### config.mk
export PLATFORM = sky130hd
export DESIGN_NAME = mlpf_scan
export DESIGN_NICKNAME = d
export VERILOG_FILES = /design/src/design/mlpf_pkg.sv /design/src/design/mlpf_scan.sv
export SDC_FILE = /design/constraint.sdc
export NUM_CORES = 1
export LEC_CHECK = 0
export ABC_CLOCK_PERIOD_IN_PS = 8119
export BUFFER_PORTS_ARGS = -buffer_cell sky130_fd_sc_hd__buf_4
export CORE_MARGIN = 5
export CORE_UTILIZATION = 61
export DETAILED_ROUTE_END_ITERATION = 10
export GPL_TIMING_DRIVEN = 0
export HOLD_SLACK_MARGIN = 0.1
export PLACE_DENSITY = 0.81
export SLEW_MARGIN = 20
export SYNTH_ARGS = -nofsm -noshare
export SYNTH_HDL_FRONTEND = slang
export SYNTH_SLANG_ARGS = --single-unit
### constraint.sdc
create_clock -name clk -period 8.12 [get_ports clk]
set_clock_uncertainty 0.2 [all_clocks]
set_input_delay 0.406 -clock clk [delete_from_list [all_inputs] [get_ports clk]]
set_output_delay 0.406 -clock clk [all_outputs]
set_load 0.01 [all_outputs]
### src/design/mlpf_pkg.sv
// Shared constants, types and helpers for the memo line position finder.
`timescale 1ns / 1ps
`default_nettype none

package mlpf_pkg;

  // Text store geometry
  localparam int MAX_TEXT = 4096;
  localparam int ADDR_W   = $clog2(MAX_TEXT);
  localparam int LEN_W    = $clog2(MAX_TEXT + 2);

  // Layout arithmetic widths
  localparam int LINE_W = 13;
  localparam int COL_W  = 11;

  // Line width fallback
  localparam logic [7:0] WIDTH_DEFAULT = 8'd79;
  localparam logic [7:0] WIDTH_MIN     = 8'd4;

  // Characters of interest
  localparam logic [7:0] CH_TAB   = 8'h09;
  localparam logic [7:0] CH_LF    = 8'h0A;
  localparam logic [7:0] CH_CR    = 8'h0D;
  localparam logic [7:0] CH_SPACE = 8'h20;

  // Configuration register indexes
  typedef enum logic [1:0] {
    CFG_LINE_WIDTH = 2'd0,
    CFG_TAB_WIDTH  = 2'd1,
    CFG_WORD_WRAP  = 2'd2
  } cfg_index_t;

  // Request kinds
  localparam logic ACT_LOAD  = 1'b0;
  localparam logic ACT_QUERY = 1'b1;

  // Scan sequencer states
  typedef enum logic [1:0] {
    SC_IDLE,
    SC_EVAL,
    SC_PEEK
  } scan_state_t;

  // Effective layout settings handed to the scanner
  typedef struct packed {
    logic [7:0] width;
    logic [7:0] tab_m1;
    logic       wrap;
  } scan_cfg_t;

endpackage

`default_nettype wire

### src/design/mlpf_scan.sv
// Line start scanner: walks the stored text one byte per step.
`timescale 1ns / 1ps
`default_nettype none

module mlpf_scan (
  input  wire                        clk,
  input  wire                        rst,
  input  wire                        go,
  input  wire [12:0]                 target,
  input  mlpf_pkg::scan_cfg_t        cfg,
  input  wire [mlpf_pkg::LEN_W-1:0]  text_len,
  output logic [mlpf_pkg::ADDR_W-1:0] rd_addr,
  input  wire [7:0]                  rd_data,
  output logic                       busy,
  output logic                       done,
  output logic [12:0]                result
);
  import mlpf_pkg::*;

  scan_state_t state, state_next;

  logic [LEN_W-1:0]         pos, pos_next;
  logic signed [COL_W-1:0]  col, col_next;
  logic [LINE_W-1:0]        line, line_next;
  logic [LEN_W-1:0]         space_at, space_at_next;
  logic                     have_space, have_space_next;
  logic [LINE_W-1:0]        want, want_next;
  logic                     done_next;
  logic [12:0]              result_next;

  // Step datapath
  logic                     is_space;
  logic [LEN_W-1:0]         sa1;
  logic                     hs1;
  logic                     brk;
  logic                     wrap_try;
  logic [LEN_W-1:0]         pos_inc;
  logic [LINE_W-1:0]        line1;
  logic signed [COL_W-1:0]  col1;
  logic signed [COL_W-1:0]  colt;
  logic signed [COL_W-1:0]  width_col;
  logic                     hit;
  logic [LEN_W-1:0]         resume;
  logic [LEN_W-1:0]         resume_inc;

  assign busy = (state != SC_IDLE);

  // Evaluate the byte just read against the current line
  always_comb begin
    width_col = $signed({{(COL_W-8){1'b0}}, cfg.width});
    is_space  = (rd_data == CH_SPACE);
    sa1       = is_space ? pos : space_at;
    hs1       = have_space | is_space;
    pos_inc   = pos + LEN_W'(1);
    brk       = (col >= width_col) || (rd_data == CH_LF);
    wrap_try  = cfg.wrap && hs1 && (pos_inc < text_len) && (rd_data != CH_LF);
    line1     = line + LINE_W'(brk);
    col1      = brk ? '0 : col;
    colt      = col1;
    if (rd_data == CH_TAB) begin
      colt = col1 + $signed({{(COL_W-8){1'b0}}, cfg.tab_m1});
    end
    if (rd_data == CH_CR) begin
      colt = col1 - COL_W'(1);
    end
    hit        = (line1 >= want) && (colt >= COL_W'(1));
    // After a wrap the new line begins just past a space
    resume     = (rd_data == CH_SPACE) ? pos_inc : space_at;
    resume_inc = resume + LEN_W'(1);
  end

  // Sequencer
  always_comb begin
    state_next      = state;
    pos_next        = pos;
    col_next        = col;
    line_next       = line;
    space_at_next   = space_at;
    have_space_next = have_space;
    want_next       = want;
    done_next       = 1'b0;
    result_next     = result;
    rd_addr         = pos[ADDR_W-1:0];
    unique case (state)
      SC_IDLE: begin
        if (go) begin
          pos_next        = '0;
          col_next        = COL_W'(1);
          line_next       = LINE_W'(1);
          have_space_next = 1'b0;
          space_at_next   = '0;
          want_next       = (target <= 13'd1) ? LINE_W'(1) : target;
          rd_addr         = '0;
          if (text_len == '0) begin
            done_next   = 1'b1;
            result_next = 13'd1;
          end else begin
            state_next = SC_EVAL;
          end
        end
      end
      SC_EVAL: begin
        space_at_next = sa1;
        if (brk && wrap_try) begin
          // Look one byte ahead before backing up to the space
          rd_addr    = pos_inc[ADDR_W-1:0];
          state_next = SC_PEEK;
        end else begin
          have_space_next = brk ? 1'b0 : hs1;
          line_next       = line1;
          if (hit) begin
            done_next   = 1'b1;
            result_next = pos_inc[12:0];
            state_next  = SC_IDLE;
          end else begin
            pos_next = pos_inc;
            col_next = colt + COL_W'(1);
            rd_addr  = pos_inc[ADDR_W-1:0];
            if (pos_inc >= text_len) begin
              done_next   = 1'b1;
              result_next = 13'(pos_inc + LEN_W'(1));
              state_next  = SC_IDLE;
            end
          end
        end
      end
      SC_PEEK: begin
        line_next       = line + LINE_W'(1);
        have_space_next = 1'b0;
        pos_next        = resume_inc;
        col_next        = COL_W'(1);
        rd_addr         = resume_inc[ADDR_W-1:0];
        if (resume_inc >= text_len) begin
          done_next   = 1'b1;
          result_next = 13'(resume_inc + LEN_W'(1));
          state_next  = SC_IDLE;
        end else begin
          state_next = SC_EVAL;
        end
      end
      default: begin
        state_next = SC_IDLE;
      end
    endcase
  end

  // Control registers
  always_ff @(posedge clk) begin
    if (rst) begin
      state <= SC_IDLE;
      done  <= 1'b0;
    end else begin
      state <= state_next;
      done  <= done_next;
    end
  end

  // Walk registers
  always_ff @(posedge clk) begin
    pos        <= pos_next;
    col        <= col_next;
    line       <= line_next;
    space_at   <= space_at_next;
    have_space <= have_space_next;
    want       <= want_next;
    result     <= result_next;
  end

endmodule

`default_nettype wire
==> impl_metrics.ini <==
[cts]
h-tree-depth = 3
numCtsBuffers = 9
tritoncts = done
clock_path_buffers = 2
clk_latency_ns = 0.36
cts.sink_count = 80
cts_root_buf = clkbuf_16
clk_pin_slew_worst_paths_ns = 0.06
post-cts-setup-buffer-count = 0

[pwr]
p_leak_nw = 3.60
power_density_mw_per_mm2 = 233
ir_drop_uv = 147
power.total_mw = 2.08

[yosys]
synth_area_leaders = edfxtp_1, ha_1, xnor2_1, nor2_1, nand2_1
ys_async_sr_fraction_pct = 0
synthDistinctLibCells = 89
synth_area_sq_mm = 0.00778
synth_edf_count = 77
ys_ff_latch = 80
synthFlopType = edfxtp_1
ys_warn_count = 0
syn_nets = 1022
synth_area_per_cell_sq_um = 8.69
yosysTopAreaCell = edfxtp_1
synth.most_common_cell = nor2_1
netlist_instances = 896
yosys-top-cells-count = nor2_1, edfxtp_1, ha_1, nand2_1, inv_1
synth_top_area_share_pct = 29.7
ys_seq_area_share_pct = 30.5

[layout]
n_antenna_cell = 0
layout.nets = 1114
layout.cells.non_filler = 1164
syn2layout_area_growth_pct = 14.5
fin_util_pct = 70.9
drive_above_1_share_pct = 14.6

[setup_path]
r2r_cells = 26
critPathTopFamily = compound AO/OA/AOI/OAI gates
path_class = reg2out
worst-path-buf-inv = 6
reg2reg_to = result[11]$_DFFE_PP_
cpMostUsedCell = ha_1
worstPathRequired_ns = 7.51
regToRegSetupSlack_ns = 1.58
cp-start-kind = flip-flop
rr_startpoint = col[0]$_SDFFCE_PN1P_
arrival_ns = 6.31
cp-end-kind = output port
worstPathMaxFanout = 10
slowest_stage = a211oi_4
cp_slowest_stage_delay_ns = 0.38
critical_path_depth = 29

[floorplanning]
rows = 41
coreArea_sq_mm = 0.0126
die_area_sq_mm = 0.0151
fp.dieH_microns = 123
ios = 81
start_util_pct = 61.9
die_w_microns = 123

[drt]
dr.pass1.iters = 6
drt-wirelength-per-cell_microns = 18.8
antenna_left = 0
routed_wirelength_microns = 21900
via_per_inst = 6.31
drtIter0Drc = 942
vias = 7344
drc_errors = 0

[outcome]
status = completed

[timing]
tns_ns = 0
rsz0062_at_grt = no
min_period_over_period_pct = 85.1
finalWorstSetupSlack_ns = 1.21
worst_pin_slew_ns = 0.875
fmax_mhz = 145
min_period_ns = 6.91
slew_viol_final = 0
hold_viol_final = 0
slew_headroom_pct = 40.8
setup_violations = 0

[place]
pre_cts_slack_ns = 1.32
io_buffers = 79
dp_hpwl_microns = 17100
placed_cells = 1148
gp_congestion = 0.994

[global_route]
grt_pass1_wl_microns = 34900
antenna_found_initial = 0
grt_pass1_vias = 6964
overflow = 0
grtUsageTotal_pct = 29.8
grt_max_degree = 25

[worst_hold_path]
hold_class = in2reg
hold_depth = 2
hold_path_end = want[3]$_SDFFCE_PP0P_
min-delay-start = target[3]

[job]
cap_violations = 0
routing by layer:
layer	global-route usage (%)	routed length, microns	share of wire [%]
met4	10.1	647	3.0
met2	46.6	9770	45
met5	0	0	0
met1	40.2	9030	41
met3	7.82	2430	11
worst register-to-register path, cell delays in order (launching register included):
cell,delay (ns)
edfxtp_1,0.33
clkbuf_1,0.33
inv_1,0.09
ha_1,0.28
nand2b_4,0.13
a211o_1,0.33
a211oi_4,0.38
a21oi_4,0.17
nor2_8,0.19
inv_4,0.07
ha_1,0.23
ha_1,0.23
and3_1,0.19
clkbuf_1,0.17
nand3_1,0.15
xnor2_1,0.19
ha_1,0.30
a21o_1,0.18
a21o_1,0.17
a211o_1,0.29
o211ai_1,0.10
a31oi_1,0.11
o21ai_0,0.20
o21bai_2,0.29
buf_4,0.29
nand2_1,0.11
o2111a_1,0.51
state kept, by name (all words and copies together) (netlist names):
signal and count:
done 1, result 13, want 13, col 11, have_space 1, line 13
pos 13, space_at 13, state 2
cell usage in the layout, fill, tap and decap left out, drive strengths merged, types with 4 or more instances in the layout:
cell type | netlist | layout
a21oi | 41 | 41
nor2 | 89 | 89
or3 | 4 | 4
nand2b | 11 | 11
o32ai | 5 | 5
o21ai | 35 | 35
a22oi | 21 | 21
nor3 | 31 | 31
xor2 | 28 | 28
clkbuf | 37 | 46
nor4 | 8 | 8
o21a | 7 | 7
inv | 63 | 63
a21o | 12 | 12
xnor2 | 46 | 46
edfxtp | 77 | 77
a22o | 5 | 5
o311ai | 4 | 4
buf | 16 | 96
nor2b | 6 | 6
mux2i | 9 | 9
and3 | 17 | 17
a211o | 5 | 5
nor3b | 6 | 6
a31oi | 12 | 12
nand3 | 37 | 37
a211oi | 7 | 7
o21bai | 4 | 4
ha | 71 | 71
o22ai | 13 | 13
nand4b | 4 | 4
nand2 | 67 | 67
nand3b | 4 | 4
nand4 | 11 | 11
and2 | 20 | 20
o211ai | 12 | 12
kinds of logic after synthesis:
| kind of cell | after synthesis | synth area share (%) |
|---|---|---|
| flops | 80 | 30.5 |
| compound gates | 215 | 19.9 |
| fa+ha+maj | 72 | 11.7 |
| mux | 10 | 1.30 |
| buf+inv | 117 | 6.01 |
| xor+xnor | 74 | 8.42 |
| simple gates | 328 | 22.2 |
area by class of cell:
type,instances,area [sq um]
Fill cell,1047,3660
Sequential cell,80,2370
Inverter,64,243
Clock buffer,9,225
Buffer,53,225
Multi-Input combinational cell,699,4950
Clock inverter,6,61.3
Tap cell,172,215
Timing Repair Buffer,81,614
metrics by stage:
stage,hold WS [ns],instance area (sq um)
final,0.111,8910
after global routing,0.114,8910
after CTS,0.102,8910
after detailed placement,0.301,8610
after global placement,0.279,8590
after floorplan,0.260,7780
power by group:
group	switching (mW)	leakage (nW)	internal, mW
Combinational	0.658	2.67	0.397
Clock	0.169	0.131	0.234
Sequential	0.0639	0.799	0.553
Total	0.891	3.60	1.19
repair_timing:
item,in CTS,in global routing
endpoints found under the hold margin,3,0
hold buffers,1,0
gates resized for setup,0,0
worst max path at each step:
stage | endpoint | slack, ns | start
2_1_floorplan | col[0]$_SDFFCE_PN1P_ | 2.41 | col[0]$_SDFFCE_PN1P_
6_report | rd_addr[6] | 1.21 | col[0]$_SDFFCE_PN1P_
5_1_grt | rd_addr[4] | 0.82 | col[0]$_SDFFCE_PN1P_
4_1_cts | rd_addr[4] | 1.27 | col[0]$_SDFFCE_PN1P_
3_3_place_gp | col[0]$_SDFFCE_PN1P_ | 1.41 | col[0]$_SDFFCE_PN1P_
3_5_place_dp | col[0]$_SDFFCE_PN1P_ | 1.32 | col[0]$_SDFFCE_PN1P_
No activity file was read; power rests on OpenSTA's default activity.
